## src/design/fccsg_pkg.sv

```systemverilog
`default_nettype none
package fccsg_pkg;

    localparam int unsigned SECTOR_BYTES        = 512;
    localparam int unsigned DIR_ENTRY_BYTES     = 32;
    localparam int unsigned MAX_CLUSTER_SECTORS = 64;

    localparam int unsigned ENTRY_SHIFT = $clog2(SECTOR_BYTES / 2);
    localparam int unsigned ROOT_SHIFT  = $clog2(SECTOR_BYTES / DIR_ENTRY_BYTES);

    localparam int unsigned CLUSTER_W  = 16;
    localparam int unsigned VOL_W      = 32;
    localparam int unsigned FD_W       = 25;
    localparam int unsigned FAT_SEC_W  = 17;
    localparam int unsigned FAT_WORD_W = ENTRY_SHIFT;
    localparam int unsigned CS_REG_W   = 7;
    localparam int unsigned DATA_W     = 32;
    localparam int unsigned ADDR_W     = 5;
    localparam int unsigned SETTLE_W   = 2;

    localparam logic [CLUSTER_W-1:0] BAD_CLUSTER = 16'hFFF7;
    localparam logic [CLUSTER_W-1:0] END_FIRST   = 16'hFFF8;

    typedef enum logic [2:0] {
        REG_VOLUME,
        REG_RESERVED,
        REG_FAT_LENGTH,
        REG_FAT_COPIES,
        REG_ROOT_ENTRIES,
        REG_CLUSTER_SECTORS
    } reg_idx_t;

    typedef enum logic [1:0] {
        KIND_DATA,
        KIND_END,
        KIND_ERROR
    } kind_t;

    typedef enum logic [1:0] {
        ERR_NONE,
        ERR_RESERVED,
        ERR_BAD,
        ERR_RANGE
    } err_t;

    typedef struct packed {
        logic [FD_W-1:0]      first_data;
        logic [VOL_W-1:0]     avail;
        logic                 short_vol;
        logic [15:0]          reserved;
    } geom_t;

    typedef struct packed {
        kind_t                kind;
        err_t                 err;
        logic [CLUSTER_W-1:0] cluster;
    } item_t;

endpackage
`default_nettype wire

```

## src/design/fccsg_cfg.sv

```systemverilog
`default_nettype none
module fccsg_cfg #(
    parameter int unsigned MAX_CS = fccsg_pkg::MAX_CLUSTER_SECTORS,
    localparam int unsigned CS_W = $clog2(MAX_CS + 1)
) (
    input  wire logic                          clk,
    input  wire logic                          rst_n,
    input  wire logic                          psel,
    input  wire logic                          penable,
    input  wire logic                          pwrite,
    input  wire logic [fccsg_pkg::ADDR_W-1:0]  paddr,
    input  wire logic [fccsg_pkg::DATA_W-1:0]  pwdata,
    output logic      [fccsg_pkg::DATA_W-1:0]  prdata,
    output logic                               pready,
    output fccsg_pkg::geom_t                   geom,
    output logic      [CS_W-1:0]               cs_eff,
    output logic                               settling
);
    import fccsg_pkg::*;

    logic [VOL_W-1:0]    vol_reg;
    logic [15:0]         rsv_reg;
    logic [15:0]         fat_len_reg;
    logic [7:0]          fat_cnt_reg;
    logic [15:0]         root_reg;
    logic [CS_REG_W-1:0] cs_reg;

    logic [SETTLE_W-1:0] settle_reg;
    logic [SETTLE_W-1:0] settle_next;

    logic [FD_W-1:0]     fd_reg;
    logic [FD_W-1:0]     fd_next;
    logic [CS_W-1:0]     cs_eff_reg;
    logic [CS_W-1:0]     cs_eff_next;
    logic [VOL_W-1:0]    avail_reg;
    logic                short_reg;
    logic [VOL_W:0]      diff;

    logic [16:0]         root_sum;
    logic [16:0]         root_secs;
    logic [23:0]         fat_area;
    logic                wr;
    reg_idx_t            idx;

    assign pready = 1'b1;
    assign wr     = psel && penable && pwrite;
    assign idx    = reg_idx_t'(paddr[ADDR_W-1:2]);

    always_ff @(posedge clk or negedge rst_n)
    begin
        if (!rst_n)
        begin
            vol_reg     <= '0;
            rsv_reg     <= 16'd1;
            fat_len_reg <= '0;
            fat_cnt_reg <= 8'd2;
            root_reg    <= 16'd512;
            cs_reg      <= 7'd4;
        end
        else if (wr)
        begin
            case (idx)
                REG_VOLUME:          vol_reg     <= pwdata;
                REG_RESERVED:        rsv_reg     <= pwdata[15:0];
                REG_FAT_LENGTH:      fat_len_reg <= pwdata[15:0];
                REG_FAT_COPIES:      fat_cnt_reg <= pwdata[7:0];
                REG_ROOT_ENTRIES:    root_reg    <= pwdata[15:0];
                REG_CLUSTER_SECTORS: cs_reg      <= pwdata[CS_REG_W-1:0];
                default:             ;
            endcase
        end
    end

    always_comb
    begin
        case (idx)
            REG_VOLUME:          prdata = vol_reg;
            REG_RESERVED:        prdata = DATA_W'(rsv_reg);
            REG_FAT_LENGTH:      prdata = DATA_W'(fat_len_reg);
            REG_FAT_COPIES:      prdata = DATA_W'(fat_cnt_reg);
            REG_ROOT_ENTRIES:    prdata = DATA_W'(root_reg);
            REG_CLUSTER_SECTORS: prdata = DATA_W'(cs_reg);
            default:             prdata = '0;
        endcase
    end

    // geometry, recomputed every cycle; held valid by the settle window
    assign root_sum  = 17'(root_reg) + 17'(SECTOR_BYTES / DIR_ENTRY_BYTES - 1);
    assign root_secs = root_sum >> ROOT_SHIFT;
    assign fat_area  = 24'(fat_len_reg) * 24'(fat_cnt_reg);
    assign fd_next   = FD_W'(rsv_reg) + FD_W'(fat_area) + FD_W'(root_secs);

    always_comb
    begin
        if (cs_reg == '0)
            cs_eff_next = CS_W'(1);
        else if (32'(cs_reg) > MAX_CS)
            cs_eff_next = CS_W'(MAX_CS);
        else
            cs_eff_next = CS_W'(cs_reg);
    end

    assign diff = {1'b0, vol_reg} - (VOL_W + 1)'(fd_reg);

    always_ff @(posedge clk)
    begin
        fd_reg     <= fd_next;
        cs_eff_reg <= cs_eff_next;
        avail_reg  <= diff[VOL_W-1:0];
        short_reg  <= diff[VOL_W];
    end

    always_comb
    begin
        if (wr)
            settle_next = '1;
        else if (settle_reg != '0)
            settle_next = settle_reg - SETTLE_W'(1);
        else
            settle_next = settle_reg;
    end

    always_ff @(posedge clk or negedge rst_n)
    begin
        if (!rst_n)
            settle_reg <= '1;
        else
            settle_reg <= settle_next;
    end

    assign settling        = (settle_reg != '0);
    assign cs_eff          = cs_eff_reg;
    assign geom.first_data = fd_reg;
    assign geom.avail      = avail_reg;
    assign geom.short_vol  = short_reg;
    assign geom.reserved   = rsv_reg;

endmodule
`default_nettype wire

```

## src/design/fccsg_classify.sv

```systemverilog
`default_nettype none
module fccsg_classify #(
    parameter int unsigned MAX_CS = fccsg_pkg::MAX_CLUSTER_SECTORS,
    localparam int unsigned CS_W = $clog2(MAX_CS + 1),
    localparam int unsigned PW = fccsg_pkg::CLUSTER_W + CS_W
) (
    input  wire logic                            clk,
    input  wire logic                            rst_n,
    input  wire logic                            start,
    input  wire logic [fccsg_pkg::CLUSTER_W-1:0] cluster,
    input  wire logic                            settling,
    input  wire logic [CS_W-1:0]                 cs_eff,
    input  wire logic                            take,
    output logic                                 busy,
    output logic                                 item_valid,
    output fccsg_pkg::item_t                     item,
    output logic      [PW-1:0]                   prod
);
    import fccsg_pkg::*;

    logic                 v1_reg;
    logic                 v1_next;
    logic [CLUSTER_W-1:0] c1_reg;
    logic                 v2_reg;
    logic                 v2_next;
    item_t                item_reg;
    item_t                item_next;
    logic [PW-1:0]        prod_reg;
    logic [PW-1:0]        prod_next;
    logic [CLUSTER_W-1:0] c_off;
    logic                 accept;
    logic                 adv1;

    assign adv1   = v1_reg && (!v2_reg || take);
    assign busy   = settling || (v1_reg && !adv1);
    assign accept = start && !busy;

    assign c_off     = c1_reg - CLUSTER_W'(2);
    assign prod_next = PW'(c_off) * PW'(cs_eff);

    always_comb
    begin
        item_next.cluster = c1_reg;
        if (c1_reg < CLUSTER_W'(2))
        begin
            item_next.kind = KIND_ERROR;
            item_next.err  = ERR_RESERVED;
        end
        else if (c1_reg == BAD_CLUSTER)
        begin
            item_next.kind = KIND_ERROR;
            item_next.err  = ERR_BAD;
        end
        else if (c1_reg >= END_FIRST)
        begin
            item_next.kind = KIND_END;
            item_next.err  = ERR_NONE;
        end
        else
        begin
            item_next.kind = KIND_DATA;
            item_next.err  = ERR_NONE;
        end
    end

    always_comb
    begin
        if (accept)
            v1_next = 1'b1;
        else if (adv1)
            v1_next = 1'b0;
        else
            v1_next = v1_reg;

        if (adv1)
            v2_next = 1'b1;
        else if (take)
            v2_next = 1'b0;
        else
            v2_next = v2_reg;
    end

    always_ff @(posedge clk or negedge rst_n)
    begin
        if (!rst_n)
        begin
            v1_reg <= 1'b0;
            v2_reg <= 1'b0;
        end
        else
        begin
            v1_reg <= v1_next;
            v2_reg <= v2_next;
        end
    end

    always_ff @(posedge clk)
    begin
        if (accept)
            c1_reg <= cluster;
        if (adv1)
        begin
            item_reg <= item_next;
            prod_reg <= prod_next;
        end
    end

    assign item_valid = v2_reg;
    assign item       = item_reg;
    assign prod       = prod_reg;

endmodule
`default_nettype wire

```

## src/design/fccsg_emit.sv

```systemverilog
`default_nettype none
module fccsg_emit #(
    parameter int unsigned MAX_CS = fccsg_pkg::MAX_CLUSTER_SECTORS,
    localparam int unsigned CS_W = $clog2(MAX_CS + 1),
    localparam int unsigned PW = fccsg_pkg::CLUSTER_W + CS_W
) (
    input  wire logic                             clk,
    input  wire logic                             rst_n,
    input  wire logic                             item_valid,
    input  wire fccsg_pkg::item_t                 item,
    input  wire logic [PW-1:0]                    prod,
    input  wire fccsg_pkg::geom_t                 geom,
    input  wire logic [CS_W-1:0]                  cs_eff,
    output logic                                  free,
    output logic                                  strobe,
    output fccsg_pkg::kind_t                      kind,
    output logic      [fccsg_pkg::VOL_W-1:0]      sector,
    output logic      [fccsg_pkg::FAT_SEC_W-1:0]  fat_sector,
    output logic      [fccsg_pkg::FAT_WORD_W-1:0] fat_word,
    output fccsg_pkg::err_t                       error_code,
    output logic                                  last
);
    import fccsg_pkg::*;

    localparam int unsigned CMP_W = VOL_W + 1;

    logic                  strobe_reg,   strobe_next;
    logic                  last_reg,     last_next;
    kind_t                 kind_reg,     kind_next;
    err_t                  err_reg,      err_next;
    logic [VOL_W-1:0]      sector_reg,   sector_next;
    logic [FAT_SEC_W-1:0]  fsec_reg,     fsec_next;
    logic [FAT_WORD_W-1:0] fword_reg,    fword_next;
    logic [FAT_SEC_W-1:0]  fsec_hold_reg,  fsec_hold_next;
    logic [FAT_WORD_W-1:0] fword_hold_reg, fword_hold_next;
    logic [CS_W-1:0]       rem_reg,      rem_next;

    logic                  load;
    logic                  in_vol;
    logic [FAT_SEC_W-1:0]  fsec_calc;
    logic [FAT_WORD_W-1:0] fword_calc;

    assign free = !strobe_reg || last_reg;
    assign load = item_valid && free;

    // (c-2)*cs + cs <= volume - first_data  <=>  c < cluster count + 2
    assign in_vol = !geom.short_vol &&
                    ((CMP_W'(prod) + CMP_W'(cs_eff)) <= CMP_W'(geom.avail));

    assign fsec_calc  = FAT_SEC_W'(geom.reserved) + FAT_SEC_W'(item.cluster >> ENTRY_SHIFT);
    assign fword_calc = item.cluster[FAT_WORD_W-1:0];

    always_comb
    begin
        strobe_next     = 1'b0;
        last_next       = last_reg;
        kind_next       = kind_reg;
        err_next        = err_reg;
        sector_next     = sector_reg;
        fsec_next       = fsec_reg;
        fword_next      = fword_reg;
        fsec_hold_next  = fsec_hold_reg;
        fword_hold_next = fword_hold_reg;
        rem_next        = rem_reg;

        if (load)
        begin
            strobe_next     = 1'b1;
            fsec_hold_next  = fsec_calc;
            fword_hold_next = fword_calc;
            sector_next     = '0;
            fsec_next       = '0;
            fword_next      = '0;
            last_next       = 1'b1;
            rem_next        = '0;
            if (item.kind != KIND_DATA)
            begin
                kind_next = item.kind;
                err_next  = item.err;
            end
            else if (!in_vol)
            begin
                kind_next = KIND_ERROR;
                err_next  = ERR_RANGE;
            end
            else
            begin
                kind_next   = KIND_DATA;
                err_next    = ERR_NONE;
                sector_next = VOL_W'(geom.first_data) + VOL_W'(prod);
                last_next   = (cs_eff == CS_W'(1));
                rem_next    = cs_eff - CS_W'(1);
                if (last_next)
                begin
                    fsec_next  = fsec_calc;
                    fword_next = fword_calc;
                end
            end
        end
        else if (strobe_reg && !last_reg)
        begin
            strobe_next = 1'b1;
            sector_next = sector_reg + VOL_W'(1);
            rem_next    = rem_reg - CS_W'(1);
            last_next   = (rem_reg == CS_W'(1));
            fsec_next   = last_next ? fsec_hold_reg : '0;
            fword_next  = last_next ? fword_hold_reg : '0;
        end
    end

    always_ff @(posedge clk or negedge rst_n)
    begin
        if (!rst_n)
        begin
            strobe_reg <= 1'b0;
            last_reg   <= 1'b0;
        end
        else
        begin
            strobe_reg <= strobe_next;
            last_reg   <= last_next;
        end
    end

    always_ff @(posedge clk)
    begin
        kind_reg       <= kind_next;
        err_reg        <= err_next;
        sector_reg     <= sector_next;
        fsec_reg       <= fsec_next;
        fword_reg      <= fword_next;
        fsec_hold_reg  <= fsec_hold_next;
        fword_hold_reg <= fword_hold_next;
        rem_reg        <= rem_next;
    end

    assign strobe     = strobe_reg;
    assign kind       = kind_reg;
    assign sector     = sector_reg;
    assign fat_sector = fsec_reg;
    assign fat_word   = fword_reg;
    assign error_code = err_reg;
    assign last       = last_reg;

endmodule
`default_nettype wire

```

## src/design/fat16_cluster_chain_sector_generator.sv

```systemverilog
// channel   | direction | handshake                      | beat
// ----------+-----------+--------------------------------+-------------------------------
// command   | in        | start high while busy low      | cluster
// result    | out       | strobe, one cycle, no stall    | kind sector fat_sector
//           |           |                                | fat_word error_code last
// config    | in/out    | APB, write when psel penable   | pwdata at byte address 4*index
//           |           | pwrite (pready tied high)      |
//
// Commands pass the classify and item registers before reaching the result stage.
// A data command in range yields max(cluster_sectors,1) (capped at MAX_CLUSTER_SECTORS,
// 64 by default) beats, one per cycle; any other command yields a single beat.
// A new command enters every cycle the result stage can keep up. After reset and each
// config write, busy stays high while the volume geometry is recomputed.
`default_nettype none
module fat16_cluster_chain_sector_generator #(
    parameter int unsigned MAX_CLUSTER_SECTORS = fccsg_pkg::MAX_CLUSTER_SECTORS
) (
    input  wire logic                             clk,
    input  wire logic                             rst_n,
    input  wire logic                             start,
    output logic                                  busy,
    input  wire logic [fccsg_pkg::CLUSTER_W-1:0]  cluster,
    output logic                                  strobe,
    output logic      [1:0]                       kind,
    output logic      [fccsg_pkg::VOL_W-1:0]      sector,
    output logic      [fccsg_pkg::FAT_SEC_W-1:0]  fat_sector,
    output logic      [fccsg_pkg::FAT_WORD_W-1:0] fat_word,
    output logic      [1:0]                       error_code,
    output logic                                  last,
    input  wire logic                             psel,
    input  wire logic                             penable,
    input  wire logic                             pwrite,
    input  wire logic [fccsg_pkg::ADDR_W-1:0]     paddr,
    input  wire logic [fccsg_pkg::DATA_W-1:0]     pwdata,
    output logic      [fccsg_pkg::DATA_W-1:0]     prdata,
    output logic                                  pready
);
    import fccsg_pkg::*;

    localparam int unsigned CS_W = $clog2(MAX_CLUSTER_SECTORS + 1);
    localparam int unsigned PW   = CLUSTER_W + CS_W;

    geom_t           geom;
    logic [CS_W-1:0] cs_eff;
    logic            settling;
    logic            take;
    logic            item_valid;
    item_t           item;
    logic [PW-1:0]   prod;
    kind_t           kind_e;
    err_t            err_e;

    fccsg_cfg #(
        .MAX_CS (MAX_CLUSTER_SECTORS)
    ) u_cfg (
        .clk      (clk),
        .rst_n    (rst_n),
        .psel     (psel),
        .penable  (penable),
        .pwrite   (pwrite),
        .paddr    (paddr),
        .pwdata   (pwdata),
        .prdata   (prdata),
        .pready   (pready),
        .geom     (geom),
        .cs_eff   (cs_eff),
        .settling (settling)
    );

    fccsg_classify #(
        .MAX_CS (MAX_CLUSTER_SECTORS)
    ) u_classify (
        .clk        (clk),
        .rst_n      (rst_n),
        .start      (start),
        .cluster    (cluster),
        .settling   (settling),
        .cs_eff     (cs_eff),
        .take       (take),
        .busy       (busy),
        .item_valid (item_valid),
        .item       (item),
        .prod       (prod)
    );

    fccsg_emit #(
        .MAX_CS (MAX_CLUSTER_SECTORS)
    ) u_emit (
        .clk        (clk),
        .rst_n      (rst_n),
        .item_valid (item_valid),
        .item       (item),
        .prod       (prod),
        .geom       (geom),
        .cs_eff     (cs_eff),
        .free       (take),
        .strobe     (strobe),
        .kind       (kind_e),
        .sector     (sector),
        .fat_sector (fat_sector),
        .fat_word   (fat_word),
        .error_code (err_e),
        .last       (last)
    );

    assign kind       = kind_e;
    assign error_code = err_e;

endmodule
`default_nettype wire

```

## config.mk

```make
export PLATFORM = sky130hd
export DESIGN_NAME = fat16_cluster_chain_sector_generator
export DESIGN_NICKNAME = d
export VERILOG_FILES = /design/src/design/fccsg_pkg.sv /design/src/design/fccsg_cfg.sv /design/src/design/fccsg_classify.sv /design/src/design/fccsg_emit.sv /design/src/design/fat16_cluster_chain_sector_generator.sv
export SDC_FILE = /design/constraint.sdc
export NUM_CORES = 1
export LEC_CHECK = 0
export BUFFER_PORTS_ARGS = -buffer_cell sky130_fd_sc_hd__buf_2
export CORE_MARGIN = 2
export CORE_UTILIZATION = 53
export CTS_BUF_LIST = sky130_fd_sc_hd__clkbuf_16
export CTS_CLUSTER_DIAMETER = 60
export DETAILED_ROUTE_END_ITERATION = 8
export PLACE_DENSITY = 0.71
export SYNTH_ARGS = -nofsm -noshare
export SYNTH_HDL_FRONTEND = slang
export SYNTH_SLANG_ARGS = --single-unit
```

## constraint.sdc

```tcl
create_clock -name clk -period 7.7 [get_ports clk]
set_input_delay 0.77 -clock clk [delete_from_list [all_inputs] [get_ports clk]]
set_output_delay 0.77 -clock clk [all_outputs]
set_load 0.005 [all_outputs]
```

* Word level (Yosys, flattened, before mapping)
Cells that the tools add are included.
** Cells by class
- Add/subtract/negate cells :: 12
- Multipliers :: 2
- $lt $le $gt $ge :: 4
- Equality and inequality tests :: 8
- Muxes and demuxes :: 40
- Reduce and logical (&&, ||, !) cells :: 33
** Operators with widths (count)
- case mux 32 bit (6 select lines) :: 1
- two-way mux 32 bit :: 4
- two-way mux 17 bit :: 6
- two-way mux 8 bit :: 6
- two-way mux 7 bit :: 5
- less-or-equal comparator 33 x 32 -> 1 bit :: 1
- subtractor 32 x 25 -> 33 bit :: 1
- adder 32 x 1 -> 32 bit, second input constant :: 1
- adder 25 x 23 -> 26 bit :: 1
- adder 16 x 24 -> 25 bit :: 1
- adder 25 x 13 -> 25 bit :: 1
- adder 23 x 7 -> 24 bit :: 1
- multiplier 16 x 8 -> 24 bit :: 1
- multiplier 16 x 7 -> 23 bit :: 1
- adder 16 x 4 -> 17 bit, second input constant :: 1
- adder 16 x 8 -> 17 bit :: 1
- equality test 16 bit, second input constant :: 1
- greater-or-equal comparator 16 bit, second input constant :: 1
- < comparator 16 x 2 -> 1 bit, second input constant :: 1
- subtractor 16 x 2 -> 16 bit, second input constant :: 1
- equality test 7 x 1 -> 1 bit, second input constant :: 2
- two-way mux 2 bit :: 7
- subtractor 7 x 1 -> 7 bit, second input constant :: 2
- AND reduction 2 bit :: 6
- 14 further kinds :: 45
** Word-level totals
- Bits in registers :: 318
- Input port bits :: 59
- Output and inout port bits :: 97
- Logic and storage cells :: 128

* Logic depth before layout (Yosys ltp)
Gate-level depths: netlist (run 1).
- Depth in word-level cells :: 10
- Gate-level depth with buffers :: 28

* Cells and area by module
A second synthesis (run 1) with hierarchy kept.
** Second synthesis, totals
- Cells, all modules :: 2502
- Area, all modules :: 25524.5 um^2
** Modules (own cells, without submodules)
- fccsg_cfg :: instances 1, cells an instance 1265, area each 12654.6 um^2, sequential area each 3736.1 um^2
- fccsg_emit :: instances 1, cells an instance 711, area each 7098.1 um^2, sequential area each 2842.7 um^2
- fccsg_classify :: instances 1, cells an instance 526, area each 5771.8 um^2, sequential area each 1821.7 um^2

* Worst setup path before layout (run 1)
Ideal clock, no wire load.
- Path type :: register to register
- Start point :: register u_cfg.root_reg[2]
- End point :: register u_cfg.fd_reg[24]
- Setup time :: 0.072 ns
- Data arrival time :: 5.990 ns
- Required time :: 7.628 ns
- Slack :: 1.638 ns
- Cell stages (with the launch flop) :: 28
- Path buffers :: 1
- Clock period less this slack :: 6.062 ns
- Path through :: dfrtp_1 or4_1 and2_1 clkbuf_1 nand4_1 nor2_1 nand3_1 nor2_1 nand3_1 nor2_1 xnor2_1 fa_1 fa_1 inv_1 fa_1 fa_1 inv_1 fa_1 inv_1 ha_1 a21o_1 a21oi_1 nand3b_1 o21ai_1 o31ai_1 a21o_1 a21oi_1 xnor2_1
** Between the ends
- Word-level cells in the longest chain between the ends :: 2
** Ends and longest elaborated chain
- start: declaration :: line fccsg_cfg.sv:25 : logic [15:0] root_reg;
- start signal: assignment :: line fccsg_cfg.sv:67 : REG_ROOT_ENTRIES: root_reg <= pwdata[15:0];
- adder 16 x 4 -> 17 bit :: line fccsg_cfg.sv:88 : assign root_sum = 17'(root_reg) + 17'(SECTOR_BYTES / DIR_ENTRY_BYTES - 1);
- adder 25 x 13 -> 25 bit :: line fccsg_cfg.sv:91 : assign fd_next = FD_W'(rsv_reg) + FD_W'(fat_area) + FD_W'(root_secs);
- named net u_cfg.fd_next[24] :: line fccsg_cfg.sv:32 : logic [FD_W-1:0] fd_next;
- end signal: assignment :: line fccsg_cfg.sv:107 : fd_reg <= fd_next;
- end: declaration :: line fccsg_cfg.sv:31 : logic [FD_W-1:0] fd_reg;
The timed path passes the listed nets, and every way through them passes these cells.
A chain may end at the register's enable or synchronous reset.

* Worst setup path after layout (run 1)
- Start point :: register u_cfg.root_reg[1]
- End point :: register u_cfg.fd_reg[24]
Same word-level chain as after synthesis.

==> impl_metrics.prom, run 1 <==
# TYPE chip_impl_metric gauge
chip_impl_info{name="status",value="completed"} 1
chip_impl_metric{name="setup-violations-final",unit=""} 0
chip_impl_metric{name="floorplan.die.width",unit="µm"} 219
chip_impl_metric{name="comb_power_share",unit=""} 0.551
chip_impl_info{name="timing.rr.end",value="u_cfg.fd_reg[24]$_DFF_P_"} 1
chip_impl_metric{name="ff2ff_setup_slack",unit="ns"} 1.04
chip_impl_metric{name="globalRouteOverflowTotal",unit=""} 0
chip_impl_metric{name="grt_max_degree",unit=""} 72
chip_impl_info{name="clockRootBuffer",value="sky130_fd_sc_hd__clkbuf_16"} 1
chip_impl_metric{name="finalWirelength",unit="µm"} 60200
chip_impl_metric{name="slew_at_the_pin_with_the_worst_max_slew_slack",unit="ns"} 1.23
chip_impl_metric{name="io_buffers",unit=""} 152
chip_impl_metric{name="total_number_of_nets_in_the_final_design",unit=""} 2937
chip_impl_metric{name="antenna_found_initial",unit=""} 2
chip_impl_metric{name="core_region_area",unit="µm²"} 45600
chip_impl_metric{name="worstPathMaxFanout",unit=""} 5
chip_impl_metric{name="synth.avg_cell_area",unit="µm²"} 10.4
chip_impl_metric{name="detail-route-antenna-nets",unit=""} 0
chip_impl_metric{name="final.period_utilization",unit=""} 0.865
chip_impl_metric{name="edff_count_synth",unit=""} 152
chip_impl_metric{name="post-cts-setup-buffers",unit=""} 0
chip_impl_metric{name="power.switching_fraction",unit=""} 0.435
chip_impl_metric{name="post_synthesis_net_count",unit=""} 2812
chip_impl_metric{name="power.share.sequential",unit=""} 0.291
chip_impl_metric{name="postSynthRegisterBits",unit=""} 318
chip_impl_metric{name="timing.critical_path.buf_inv",unit=""} 3
chip_impl_info{name="timing.critical_path.to_type",value="register"} 1
chip_impl_metric{name="antenna_cells",unit=""} 0
chip_impl_info{name="cts_tree",value="built"} 1
chip_impl_metric{name="power-per-cell-area",unit="nW/µm²"} 403
chip_impl_metric{name="yosysWarningCount",unit=""} 0
chip_impl_metric{name="route.detailed.drc",unit=""} 0
chip_impl_info{name="worst_path_dominant_cell_family",value="adder cells"} 1
chip_impl_metric{name="design_power_total",unit="mW"} 10.9
chip_impl_metric{name="post_cts_resize_count",unit=""} 0
chip_impl_metric{name="power_switching",unit="mW"} 4.75
chip_impl_info{name="synth_largest_area_cell",value="sky130_fd_sc_hd__edfxtp_1"} 1
chip_impl_metric{name="clock_network_power_share",unit=""} 0.157
chip_impl_metric{name="finalMaxSlewViolations",unit=""} 0
chip_impl_metric{name="wire_per_inst",unit="µm"} 19.3
chip_impl_metric{name="routabilityCongestion",unit=""} 0.915
chip_impl_metric{name="clkTransAtPathRegs",unit="ns"} 0.06
chip_impl_metric{name="initial_core_util",unit=""} 0.539
chip_impl_metric{name="max_capacitance_violation_count",unit=""} 0
chip_impl_info{name="timing.critical_path.slowest_stage_cell",value="sky130_fd_sc_hd__fa_1"} 1
chip_impl_metric{name="numClockSinks",unit=""} 318
chip_impl_metric{name="slew-limit-headroom",unit=""} 0.179
chip_impl_info{name="crit_top_cell",value="sky130_fd_sc_hd__fa_1"} 1
chip_impl_metric{name="timing.reg2reg.worst_path_depth",unit=""} 26
chip_impl_metric{name="dp_hpwl",unit="µm"} 46400
chip_impl_metric{name="layout_area_overhead",unit="%"} 10.2
chip_impl_metric{name="yosysUniqueCellTypes",unit=""} 82
chip_impl_metric{name="post_drt_via_cell_ratio",unit=""} 5.66
chip_impl_info{name="regToRegStartpoint",value="u_cfg.root_reg[1]$_DFFE_PN0P_"} 1
chip_impl_metric{name="detailedRoute.firstPassIterationCount",unit=""} 5
chip_impl_metric{name="ir_drop",unit="µV"} 253
chip_impl_metric{name="holdBufCountCts",unit=""} 0
chip_impl_metric{name="arrival",unit="ns"} 7.16
chip_impl_metric{name="area_share_of_the_leading_cell_type_in_the_synthesized_netlist",unit=""} 0.186
chip_impl_metric{name="timing.clock.skew",unit="ns"} 0.0232
chip_impl_info{name="crit_path_start_kind",value="register"} 1
chip_impl_metric{name="grt_first_pass_wirelength",unit="µm"} 97400
chip_impl_metric{name="drt-initial-drc-count",unit=""} 1280
chip_impl_metric{name="synth-seq-area-share",unit=""} 0.342
chip_impl_metric{name="number_of_global_route_vias_before_repair",unit=""} 18189
chip_impl_metric{name="worst_path_largest_cell_delay",unit="ns"} 0.54
chip_impl_metric{name="count_of_h_tree_levels_built_during_cts",unit=""} 2
chip_impl_metric{name="layout_cells_sized_above_1",unit=""} 0.139
chip_impl_metric{name="synthesized_area",unit="µm²"} 24600
chip_impl_info{name="synth_most_common_cell",value="sky130_fd_sc_hd__inv_1"} 1
chip_impl_metric{name="io_pins",unit=""} 156
chip_impl_info{name="netlist_top_cells_count",value="sky130_fd_sc_hd__inv_1 (284), sky130_fd_sc_hd__ha_1 (197), sky130_fd_sc_hd__nand2_1 (187)"} 1
chip_impl_metric{name="synthesis.instances",unit=""} 2372
chip_impl_metric{name="cts_inserted_buffers",unit=""} 40
chip_impl_info{name="unrepaired_setup_endpoints_after_global_routing",value="false"} 1
chip_impl_info{name="path_class",value="register to register"} 1
chip_impl_metric{name="leakagePower",unit="nW"} 12.7
chip_impl_metric{name="die_area",unit="µm²"} 48100
chip_impl_metric{name="clk_latency",unit="ns"} 0.56
chip_impl_metric{name="final_period_minus_worst_setup_slack",unit="ns"} 6.66
chip_impl_info{name="synth_area_leaders",value="sky130_fd_sc_hd__edfxtp_1 (19%), sky130_fd_sc_hd__fa_1 (15%), sky130_fd_sc_hd__ha_1 (10%)"} 1
chip_impl_info{name="prevailing_post_synth_register_cell",value="sky130_fd_sc_hd__edfxtp_1"} 1
chip_impl_metric{name="post-route-util",unit=""} 0.594
chip_impl_metric{name="power_report.internal_total",unit="mW"} 6.17
chip_impl_metric{name="max_freq",unit="MHz"} 150
chip_impl_metric{name="fillCellCount",unit=""} 3801
chip_impl_metric{name="dr_total_vias",unit=""} 17703
chip_impl_metric{name="asyncSetResetFlopFracSynth",unit=""} 0.318
chip_impl_metric{name="worst_ep_required_time",unit="ns"} 8.19
chip_impl_metric{name="hold_viol",unit=""} 0
chip_impl_metric{name="setup_tns",unit="ns"} 0
chip_impl_info{name="hold_path_class",value="primary input to async pin"} 1
chip_impl_metric{name="chipHeight",unit="µm"} 219
chip_impl_metric{name="grt.total_usage",unit=""} 0.259
chip_impl_metric{name="placementRows",unit=""} 78
chip_impl_metric{name="cts_buffer_depth",unit=""} 3
-- layout by cell type (no fill, tap or decap), drive strengths merged, types with 41 or more instances in the layout --
cell type / instances
a21o: 46
xor2: 75
fa: 184
nor2: 115
mux2: 94
dfrtp: 95
nor2b: 59
and2: 105
edfxtp: 152
a21oi: 88
nand3: 47
nand2: 188
buf: 162
clkbuf: 41
ha: 197
o21ai: 62
inv: 308
xnor2: 112
dfxtp: 65
-- how the worst max path moves through the flow --
stage,startpoint,end,cells after the start
after floorplan,u_cfg.root_reg[2]$_DFFE_PN0P_,u_cfg.fd_reg[24]$_DFF_P_,27
after global placement,u_cfg.root_reg[0]$_DFFE_PN0P_,u_cfg.fd_reg[24]$_DFF_P_,26
after detailed placement,u_cfg.root_reg[0]$_DFFE_PN0P_,u_cfg.fd_reg[24]$_DFF_P_,26
after CTS,u_cfg.root_reg[0]$_DFFE_PN0P_,u_cfg.fd_reg[24]$_DFF_P_,26
after global routing,u_cfg.root_reg[3]$_DFFE_PN0P_,u_cfg.fd_reg[24]$_DFF_P_,26
final,u_cfg.root_reg[1]$_DFFE_PN0P_,u_cfg.fd_reg[24]$_DFF_P_,26
-- routing by layer --
layer,vias to the layer above,global-route usage,part of all wire
met5,-,0,0
met4,0,0.0703,0.025
met3,95,0.0505,0.070
met2,576,0.416,0.46
met1,8760,0.359,0.44
li1,8272,-,-
-- final cells by class --
cell class	count	area, µm²	share of cell area
Clock inverter	33	185	0.00684
Timing Repair Buffer	162	838	0.0310
Inverter	286	1070	0.0396
Tap cell	600	751	0.0277
Clock buffer	41	1030	0.0379
Sequential cell	318	8400	0.310
Multi-Input combinational cell	1689	14800	0.547
-- power by group through the flow --
stage,combinational [mW],sequential [mW],clock [mW]
3_5_place_dp,5.97,3.20,0
4_1_cts,6.03,3.18,1.75
5_1_grt,6.89,3.24,1.82
2_1_floorplan,4.72,2.90,0
3_3_place_gp,5.80,3.19,0
6_report,6.02,3.18,1.72
-- metrics by stage --
stage	setup WS, ns	instance area [µm²]	cells	hold WS, ns
final	1.04	27100	3129	0.183
after floorplan	1.64	24600	2372	0.427
after global routing	0.549	27100	3129	0.189
after detailed placement	1.06	25900	3055	0.440
after CTS	1.04	27100	3129	0.166
after global placement	1.20	25900	3055	0.433
-- logic make-up after synthesis --
logic type | count (synthesis) | share of synthesized area
AND/OR/NAND/NOR | 662 | 0.139
adder cells (fa/ha/maj) | 381 | 0.250
buffers and inverters | 365 | 0.0570
AO/OA/AOI/OAI | 346 | 0.0928
flip-flops | 318 | 0.342
XOR/XNOR | 187 | 0.0667
multiplexers | 112 | 0.0519
other | 1 | 0.000153
-- worst reg2reg max path, stage by stage, from the launching register on --
cell and delay (ns):
sky130_fd_sc_hd__dfrtp_1 0.38, sky130_fd_sc_hd__or4_1 0.13, sky130_fd_sc_hd__and2_1 0.25, sky130_fd_sc_hd__nand4_1 0.17
sky130_fd_sc_hd__nor2_1 0.28, sky130_fd_sc_hd__nand3_1 0.17, sky130_fd_sc_hd__nor2_1 0.23, sky130_fd_sc_hd__nand3_1 0.15
sky130_fd_sc_hd__nor2_1 0.20, sky130_fd_sc_hd__xnor2_1 0.17, sky130_fd_sc_hd__fa_1 0.47, sky130_fd_sc_hd__fa_1 0.52
sky130_fd_sc_hd__inv_1 0.05, sky130_fd_sc_hd__fa_1 0.47, sky130_fd_sc_hd__fa_1 0.54, sky130_fd_sc_hd__inv_1 0.05
sky130_fd_sc_hd__fa_1 0.50, sky130_fd_sc_hd__inv_1 0.04, sky130_fd_sc_hd__ha_1 0.34, sky130_fd_sc_hd__a21o_1 0.20
sky130_fd_sc_hd__a21oi_1 0.23, sky130_fd_sc_hd__nand3b_1 0.13, sky130_fd_sc_hd__o21ai_1 0.26, sky130_fd_sc_hd__o31ai_1 0.17
sky130_fd_sc_hd__a21o_1 0.20, sky130_fd_sc_hd__a21oi_1 0.17, sky130_fd_sc_hd__xnor2_1 0.13
Note: power is estimated with default switching activity, not from simulation.
==> run 2, diff against run 1 <==
==> constraint.sdc (replaced) <==
create_clock -name clk -period 7.7 [get_ports clk]
set_input_delay 1.54 -clock clk [delete_from_list [all_inputs] [get_ports clk]]
set_output_delay 1.54 -clock clk [all_outputs]
set_load 0.005 [all_outputs]
==> run 2 against run 1 <==
Critical path depth stayed put. First-iteration DRC count is 12% lower. Sequential power hardly changed. Non-clock buffer count stayed put. Sequential cell count stayed put. Register-to-register slack worse by 0.02 ns. Hold slack better by 0.27 ns. Combinational power hardly changed. Critical path type unchanged. Largest cell class unchanged. Largest power group unchanged. Highest routed layer unchanged.
==> impl_metrics.prom, run 2 (synthesis gave the netlist of run 1 again) <==
# TYPE chip_impl_metric gauge
chip_impl_info{name="status",value="completed"} 1
chip_impl_metric{name="core_region_area",unit="µm²"} 45600
chip_impl_metric{name="max_freq",unit="MHz"} 150
chip_impl_metric{name="cts_inserted_buffers",unit=""} 40
chip_impl_info{name="final_common_cell",value="sky130_fd_sc_hd__inv_1"} 1
chip_impl_metric{name="dr_total_vias",unit=""} 17707
chip_impl_metric{name="post_cts_resize_count",unit=""} 0
chip_impl_info{name="cts_tree",value="built"} 1
chip_impl_metric{name="holdBufCountCts",unit=""} 0
chip_impl_metric{name="detail-route-antenna-nets",unit=""} 0
chip_impl_metric{name="post-cts-setup-buffers",unit=""} 0
chip_impl_metric{name="initial_core_util",unit=""} 0.539
chip_impl_metric{name="detailedRoute.firstPassIterationCount",unit=""} 9
chip_impl_metric{name="count_of_h_tree_levels_built_during_cts",unit=""} 2
chip_impl_metric{name="chipHeight",unit="µm"} 219
chip_impl_metric{name="fillCellCount",unit=""} 3813
chip_impl_metric{name="timing.clock.skew",unit="ns"} 0.0274
chip_impl_metric{name="slew-limit-headroom",unit=""} 0.201
chip_impl_metric{name="clkTransAtPathRegs",unit="ns"} 0.06
chip_impl_metric{name="io_pins",unit=""} 156
chip_impl_metric{name="drt-initial-drc-count",unit=""} 1130
chip_impl_metric{name="finalMaxSlewViolations",unit=""} 0
chip_impl_info{name="crit_top_cell",value="sky130_fd_sc_hd__fa_1"} 1
chip_impl_info{name="timing.critical_path.to_type",value="register"} 1
chip_impl_metric{name="setup_tns",unit="ns"} 0
chip_impl_metric{name="io_buffers",unit=""} 152
chip_impl_metric{name="finalHoldWorstSlack",unit="ns"} 0.452
chip_impl_metric{name="arrival",unit="ns"} 7.18
chip_impl_info{name="path_class",value="register to register"} 1
chip_impl_metric{name="clock_network_power_share",unit=""} 0.169
chip_impl_metric{name="timing.critical_path.buf_inv",unit=""} 3
chip_impl_metric{name="clk_latency",unit="ns"} 0.58
chip_impl_metric{name="grt.total_usage",unit=""} 0.258
chip_impl_metric{name="worst_path_largest_cell_delay",unit="ns"} 0.54
chip_impl_metric{name="cts_buffer_depth",unit=""} 3
chip_impl_metric{name="route.detailed.drc",unit=""} 0
chip_impl_metric{name="post_drt_via_cell_ratio",unit=""} 5.66
chip_impl_metric{name="antenna_cells",unit=""} 0
chip_impl_metric{name="finalWirelength",unit="µm"} 60300
chip_impl_metric{name="ir_drop",unit="µV"} 283
chip_impl_metric{name="routabilityCongestion",unit=""} 0.921
chip_impl_metric{name="final.period_utilization",unit=""} 0.868
chip_impl_metric{name="hold_viol",unit=""} 0
chip_impl_metric{name="layout_area_overhead",unit="%"} 10.7
chip_impl_metric{name="floorplan.die.width",unit="µm"} 219
chip_impl_metric{name="worstPathMaxFanout",unit=""} 5
chip_impl_metric{name="grt_max_degree",unit=""} 72
chip_impl_info{name="timing.critical_path.slowest_stage_cell",value="sky130_fd_sc_hd__fa_1"} 1
chip_impl_metric{name="final_period_minus_worst_setup_slack",unit="ns"} 6.69
chip_impl_metric{name="dp_hpwl",unit="µm"} 46500
chip_impl_metric{name="leakagePower",unit="nW"} 12.7
chip_impl_metric{name="place_ws",unit="ns"} 1.05
chip_impl_metric{name="layout_setup_ws",unit="ns"} 1.01
chip_impl_info{name="clockRootBuffer",value="sky130_fd_sc_hd__clkbuf_16"} 1
chip_impl_info{name="hold_path_class",value="register to register"} 1
chip_impl_metric{name="number_of_global_route_vias_before_repair",unit=""} 18031
chip_impl_metric{name="power_report.internal_total",unit="mW"} 6.30
chip_impl_metric{name="slew_at_the_pin_with_the_worst_max_slew_slack",unit="ns"} 1.20
chip_impl_metric{name="comb_power_share",unit=""} 0.545
chip_impl_metric{name="layout_cells_sized_above_1",unit=""} 0.141
chip_impl_metric{name="power_switching",unit="mW"} 4.79
chip_impl_metric{name="worst_ep_required_time",unit="ns"} 8.20
chip_impl_metric{name="setup-violations-final",unit=""} 0
chip_impl_info{name="mostFrequentLayoutCells",value="sky130_fd_sc_hd__inv_1 (289), sky130_fd_sc_hd__ha_1 (197), sky130_fd_sc_hd__nand2_1 (187), sky130_fd_sc_hd__fa_1 (184), sky130_fd_sc_hd__edfxtp_1 (152)"} 1
chip_impl_metric{name="total_number_of_nets_in_the_final_design",unit=""} 2937
chip_impl_metric{name="max_capacitance_violation_count",unit=""} 0
chip_impl_metric{name="power-per-cell-area",unit="nW/µm²"} 408
chip_impl_metric{name="grt_first_pass_wirelength",unit="µm"} 96800
chip_impl_metric{name="placementRows",unit=""} 78
chip_impl_metric{name="wire_per_inst",unit="µm"} 19.3
chip_impl_info{name="worst_path_dominant_cell_family",value="adder cells"} 1
chip_impl_metric{name="numClockSinks",unit=""} 318
chip_impl_info{name="crit_path_start_kind",value="register"} 1
chip_impl_metric{name="globalRouteOverflowTotal",unit=""} 0
chip_impl_metric{name="die_area",unit="µm²"} 48100
chip_impl_metric{name="power.share.sequential",unit=""} 0.286
chip_impl_metric{name="antenna_found_initial",unit=""} 0
chip_impl_info{name="unrepaired_setup_endpoints_after_global_routing",value="false"} 1
chip_impl_metric{name="power.switching_fraction",unit=""} 0.432
==> run 2: worst reg2reg max path, stage by stage (launching register included) <==
cell	delay (ns)
sky130_fd_sc_hd__dfrtp_1	0.37
sky130_fd_sc_hd__or4_1	0.14
sky130_fd_sc_hd__and2_1	0.24
sky130_fd_sc_hd__nand4_1	0.18
sky130_fd_sc_hd__nor2_1	0.29
sky130_fd_sc_hd__nand3_1	0.17
sky130_fd_sc_hd__nor2_1	0.23
sky130_fd_sc_hd__nand3_1	0.15
sky130_fd_sc_hd__nor2_1	0.18
sky130_fd_sc_hd__xnor2_1	0.16
sky130_fd_sc_hd__fa_1	0.46
sky130_fd_sc_hd__fa_1	0.52
sky130_fd_sc_hd__inv_1	0.05
sky130_fd_sc_hd__fa_1	0.46
sky130_fd_sc_hd__fa_1	0.54
sky130_fd_sc_hd__inv_1	0.06
sky130_fd_sc_hd__fa_1	0.51
sky130_fd_sc_hd__inv_1	0.05
sky130_fd_sc_hd__ha_1	0.35
sky130_fd_sc_hd__a21o_1	0.21
sky130_fd_sc_hd__a21oi_1	0.23
sky130_fd_sc_hd__nand3b_1	0.14
sky130_fd_sc_hd__o21ai_1	0.26
sky130_fd_sc_hd__o31ai_1	0.16
sky130_fd_sc_hd__a21o_1	0.21
sky130_fd_sc_hd__a21oi_1	0.18
sky130_fd_sc_hd__xnor2_1	0.13
==> run 2: stage by stage <==
stage,total power [mW],cell area (µm²),utilization,cells
finish,11.1,27200,0.597,3129
floorplan,7.63,24600,-,2372
global placement,8.99,25900,0.568,3055
detailed placement,9.19,25900,0.568,3055
CTS,11.1,27200,0.597,3129
global route,12.1,27200,0.597,3129
==> run 2: area by class of cell <==
cell class	count	area (µm²)	area share
multi-input cells	1689	14800	0.544
flip-flops and latches	318	8400	0.309
inverters	286	1070	0.0395
clock buffers	40	1000	0.0368
repair buffers	162	838	0.0308
well taps	600	751	0.0276
clock inverters	34	327	0.0120
==> run 2: power groups by stage <==
stage / Clock [mW] / Combinational (mW) / Sequential (mW)
floorplan: 0 / 4.72 / 2.90
global placement: 0 / 5.81 / 3.18
detailed placement: 0 / 5.99 / 3.20
CTS: 1.92 / 6.04 / 3.17
global route: 1.98 / 6.89 / 3.24
finish: 1.87 / 6.05 / 3.17
==> run 2: metal layers <==
metal,global-route usage,vias up,wire length (µm)
met4,0.0883,0,1770
met2,0.412,581,27400
met3,0.0529,96,4160
met5,0,-,0
li1,-,8283,-
met1,0.351,8747,27000
==> run 2: path summary, 6_finish.rpt <==
kind,startpoint,endpoint,slack [ns],cells past startpoint
hold / removal,u_classify.item[3]$_DFFE_PP_,u_emit.fword_hold_reg[3]$_DFFE_PP_,0.45,0
hold reg to reg,u_classify.item[3]$_DFFE_PP_,u_emit.fword_hold_reg[3]$_DFFE_PP_,0.45,0
setup / recovery,u_cfg.root_reg[3]$_DFFE_PN0P_,u_cfg.fd_reg[24]$_DFF_P_,1.01,26
max in group asynchronous,rst_n,u_cfg.cs_reg[0]$_DFFE_PN0P_,5.44,2
setup reg to reg,u_cfg.root_reg[3]$_DFFE_PN0P_,u_cfg.fd_reg[24]$_DFF_P_,1.01,26
min in group asynchronous,rst_n,u_cfg.fat_len_reg[11]$_DFFE_PN0P_,0.94,1
==> run 3, diff against run 2 <==
ABC_AREA = 1   (was default)
==> run 3 against run 2 <==
Global-route usage increased by 2.9 points. Critical path depth down 1. First-iteration DRC count is 29% higher. Register-to-register slack improved by 0.43 ns. Non-clock buffer count up 3. Highest routed layer unchanged.
==> impl_metrics.prom, run 3 <==
# TYPE chip_impl_metric gauge
chip_impl_metric{name="place_ws",unit="ns"} 1.57
chip_impl_metric{name="initial_core_util",unit=""} 0.535
chip_impl_metric{name="timing.clock.skew",unit="ns"} 0.0392
chip_impl_metric{name="slew_at_the_pin_with_the_worst_max_slew_slack",unit="ns"} 1.19
chip_impl_metric{name="dp_hpwl",unit="µm"} 57200
chip_impl_metric{name="dr_total_vias",unit=""} 21465
chip_impl_metric{name="arrival",unit="ns"} 6.69
chip_impl_metric{name="total_number_of_nets_in_the_final_design",unit=""} 3749
chip_impl_info{name="clockRootBuffer",value="sky130_fd_sc_hd__clkbuf_16"} 1
chip_impl_metric{name="finalWirelength",unit="µm"} 72000
chip_impl_info{name="unrepaired_setup_endpoints_after_global_routing",value="false"} 1
chip_impl_metric{name="antenna_found_initial",unit=""} 1
chip_impl_info{name="timing.critical_path.to_type",value="register"} 1
chip_impl_info{name="final_common_cell",value="sky130_fd_sc_hd__nand2_1"} 1
chip_impl_metric{name="post-route-cell-area",unit="µm²"} 28800
chip_impl_metric{name="placementRows",unit=""} 81
chip_impl_metric{name="clk_latency",unit="ns"} 0.58
chip_impl_info{name="mostFrequentLayoutCells",value="sky130_fd_sc_hd__nand2_1 (702), sky130_fd_sc_hd__inv_1 (601), sky130_fd_sc_hd__nor2_1 (287), sky130_fd_sc_hd__ha_1 (197), sky130_fd_sc_hd__fa_1 (184)"} 1
chip_impl_metric{name="synth.avg_cell_area",unit="µm²"} 8.19
chip_impl_metric{name="synthesis.instances",unit=""} 3185
chip_impl_metric{name="routabilityCongestion",unit=""} 0.914
chip_impl_metric{name="grt.total_usage",unit=""} 0.287
chip_impl_metric{name="cts_inserted_buffers",unit=""} 40
chip_impl_metric{name="chipHeight",unit="µm"} 226
chip_impl_metric{name="clkTransAtPathRegs",unit="ns"} 0.06
chip_impl_metric{name="final_period_minus_worst_setup_slack",unit="ns"} 6.25
chip_impl_metric{name="finalMaxSlewViolations",unit=""} 0
chip_impl_metric{name="count_of_h_tree_levels_built_during_cts",unit=""} 2
chip_impl_metric{name="numClockSinks",unit=""} 318
chip_impl_metric{name="route.detailed.drc",unit=""} 0
chip_impl_metric{name="io_pins",unit=""} 156
chip_impl_metric{name="worstPathMaxFanout",unit=""} 5
chip_impl_metric{name="floorplan.die.width",unit="µm"} 226
chip_impl_metric{name="post-cts-setup-buffers",unit=""} 0
chip_impl_metric{name="die_area",unit="µm²"} 51000
chip_impl_metric{name="ff2ff_setup_slack",unit="ns"} 1.45
chip_impl_metric{name="worst_ep_required_time",unit="ns"} 8.14
chip_impl_metric{name="setup_tns",unit="ns"} 0
chip_impl_metric{name="synth-seq-area-share",unit=""} 0.322
chip_impl_metric{name="drt-initial-drc-count",unit=""} 1458
chip_impl_metric{name="postSynthRegisterBits",unit=""} 318
chip_impl_metric{name="number_of_global_route_vias_before_repair",unit=""} 21386
chip_impl_info{name="path_class",value="register to register"} 1
chip_impl_info{name="synth_area_leaders",value="sky130_fd_sc_hd__edfxtp_1 (17%), sky130_fd_sc_hd__fa_1 (14%), sky130_fd_sc_hd__nand2_1 (10%)"} 1
chip_impl_metric{name="grt_first_pass_wirelength",unit="µm"} 113000
chip_impl_metric{name="edff_count_synth",unit=""} 152
chip_impl_info{name="hold_path_class",value="register to register"} 1
chip_impl_info{name="synth_most_common_cell",value="sky130_fd_sc_hd__nand2_1"} 1
chip_impl_info{name="prevailing_post_synth_register_cell",value="sky130_fd_sc_hd__edfxtp_1"} 1
chip_impl_metric{name="synthesized_area",unit="µm²"} 26100
chip_impl_metric{name="holdBufCountCts",unit=""} 0
chip_impl_metric{name="post_synthesis_net_count",unit=""} 3625
chip_impl_metric{name="slew-limit-headroom",unit=""} 0.208
chip_impl_info{name="cts_tree",value="built"} 1
chip_impl_metric{name="yosysUniqueCellTypes",unit=""} 59
chip_impl_metric{name="grt_max_degree",unit=""} 62
chip_impl_info{name="crit_path_start_kind",value="register"} 1
chip_impl_metric{name="post_drt_via_cell_ratio",unit=""} 5.36
chip_impl_metric{name="io_buffers",unit=""} 152
chip_impl_metric{name="hold_viol",unit=""} 0
chip_impl_metric{name="yosysWarningCount",unit=""} 0
chip_impl_metric{name="asyncSetResetFlopFracSynth",unit=""} 0.318
chip_impl_metric{name="wire_per_inst",unit="µm"} 18.0
chip_impl_info{name="synth_largest_area_cell",value="sky130_fd_sc_hd__edfxtp_1"} 1
chip_impl_metric{name="layout_setup_ws",unit="ns"} 1.45
chip_impl_metric{name="cts_buffer_depth",unit=""} 3
chip_impl_metric{name="detailedRoute.firstPassIterationCount",unit=""} 8
chip_impl_metric{name="core_region_area",unit="µm²"} 48700
chip_impl_metric{name="final.period_utilization",unit=""} 0.812
chip_impl_metric{name="area_share_of_the_leading_cell_type_in_the_synthesized_netlist",unit=""} 0.175
chip_impl_metric{name="layout_cells_sized_above_1",unit=""} 0.0943
chip_impl_metric{name="globalRouteOverflowTotal",unit=""} 0
chip_impl_metric{name="detail-route-antenna-nets",unit=""} 0
chip_impl_info{name="status",value="completed"} 1
chip_impl_metric{name="layout_area_overhead",unit="%"} 10.4
chip_impl_info{name="netlist_top_cells_count",value="sky130_fd_sc_hd__nand2_1 (702), sky130_fd_sc_hd__inv_1 (593), sky130_fd_sc_hd__nor2_1 (289)"} 1
chip_impl_metric{name="setup-violations-final",unit=""} 0
chip_impl_metric{name="detailed_place.area",unit="µm²"} 27500
chip_impl_metric{name="max_capacitance_violation_count",unit=""} 0
chip_impl_metric{name="post_cts_resize_count",unit=""} 0
chip_impl_metric{name="max_freq",unit="MHz"} 160
## run 3: cell count changes in the layout (fill, tap and decap cells not counted), moves of 28 or more
cell | before | now
sky130_fd_sc_hd__mux2_2 | 94 | 8
sky130_fd_sc_hd__nand2b_1 | 28 | 0
sky130_fd_sc_hd__and2_1 | 105 | 2
sky130_fd_sc_hd__nor2_1 | 113 | 287
sky130_fd_sc_hd__a21o_1 | 46 | 14
sky130_fd_sc_hd__a21oi_1 | 88 | 152
sky130_fd_sc_hd__nand3_1 | 46 | 82
sky130_fd_sc_hd__nand2_1 | 187 | 702
sky130_fd_sc_hd__xnor2_1 | 112 | 45
sky130_fd_sc_hd__o21ai_0 | 42 | 166
sky130_fd_sc_hd__inv_1 | 289 | 601
sky130_fd_sc_hd__nor2b_1 | 59 | 0
## run 3: critical path, stage by stage, from the launching register on
cell	delay (ns)
sky130_fd_sc_hd__dfrtp_1	0.33
sky130_fd_sc_hd__inv_1	0.06
sky130_fd_sc_hd__nand2_1	0.07
sky130_fd_sc_hd__nor2_1	0.07
sky130_fd_sc_hd__nor2_1	0.13
sky130_fd_sc_hd__nand2_1	0.16
sky130_fd_sc_hd__nor2_4	0.17
sky130_fd_sc_hd__nand4_1	0.20
sky130_fd_sc_hd__or2_1	0.31
sky130_fd_sc_hd__nor3_1	0.15
sky130_fd_sc_hd__nand3_1	0.11
sky130_fd_sc_hd__fa_1	0.55
sky130_fd_sc_hd__fa_1	0.45
sky130_fd_sc_hd__fa_1	0.50
sky130_fd_sc_hd__inv_1	0.06
sky130_fd_sc_hd__fa_1	0.52
sky130_fd_sc_hd__inv_1	0.05
sky130_fd_sc_hd__fa_1	0.57
sky130_fd_sc_hd__inv_1	0.06
sky130_fd_sc_hd__ha_1	0.36
sky130_fd_sc_hd__nand2_1	0.13
sky130_fd_sc_hd__nor2_1	0.16
sky130_fd_sc_hd__nand4_1	0.09
sky130_fd_sc_hd__o21ai_0	0.46
sky130_fd_sc_hd__a31oi_1	0.20
sky130_fd_sc_hd__xor2_1	0.18
## run 3: final timing paths
path	cells after the start	start	endpoint
hold / removal	0	u_classify.item[1]$_DFFE_PP_	u_emit.fword_hold_reg[1]$_DFFE_PP_
setup reg to reg	25	u_cfg.root_reg[3]$_DFFE_PN0P_	u_cfg.fd_reg[23]$_DFF_P_
min in group asynchronous	1	rst_n	u_cfg.vol_reg[25]$_DFFE_PN0P_
setup / recovery	25	u_cfg.root_reg[3]$_DFFE_PN0P_	u_cfg.fd_reg[23]$_DFF_P_
max in group asynchronous	2	rst_n	u_cfg.cs_reg[1]$_DFFE_PN0P_
hold reg to reg	0	u_classify.item[1]$_DFFE_PP_	u_emit.fword_hold_reg[1]$_DFFE_PP_
## run 3: cell type report
cell class	instances	area (µm²)
fill	4430	19900
antenna	1	2.50
timing repair buffer	165	861
clock inverter	30	244
sequential	318	8400
inverter	598	2240
clock buffer	44	1100
multi-input combinational	2186	15100
tap	664	831
## run 3: cell families after synthesis
group / Yosys count / synth area share
AOI/OAI and AO/OA: 450 / 0.0991
xor gates and xnor gates: 147 / 0.0493
muxes: 8 / 0.00345
other: 1 / 0.000144
adders and majority gates: 381 / 0.236
DFF: 318 / 0.322
and+or+nand+nor: 1199 / 0.191
buffers and inverters: 681 / 0.0991
## run 3: through the flow
| stage | instances | util | hold WS (ns) |
|---|---|---|---|
| after global placement | 3931 | 0.563 | 0.406 |
| after detailed placement | 3931 | 0.563 | 0.428 |
| final | 4006 | 0.591 | 0.452 |
| after floorplan | 3185 | - | 0.424 |
| after CTS | 4005 | 0.591 | 0.441 |
| after global routing | 4005 | 0.591 | 0.462 |
## run 3: per-layer routing
metal / global-route usage / up-vias / routed length, µm
li1: - / 10332 / -
met5: 0 / - / 0
met4: 0.111 / 0 / 2640
met1: 0.379 / 10249 / 30500
met2: 0.472 / 742 / 33400
met3: 0.0509 / 142 / 5450
Power of run 3 is not shown: default switching activity piles up to over one toggle a cycle in this logic, so the estimate is an artifact.
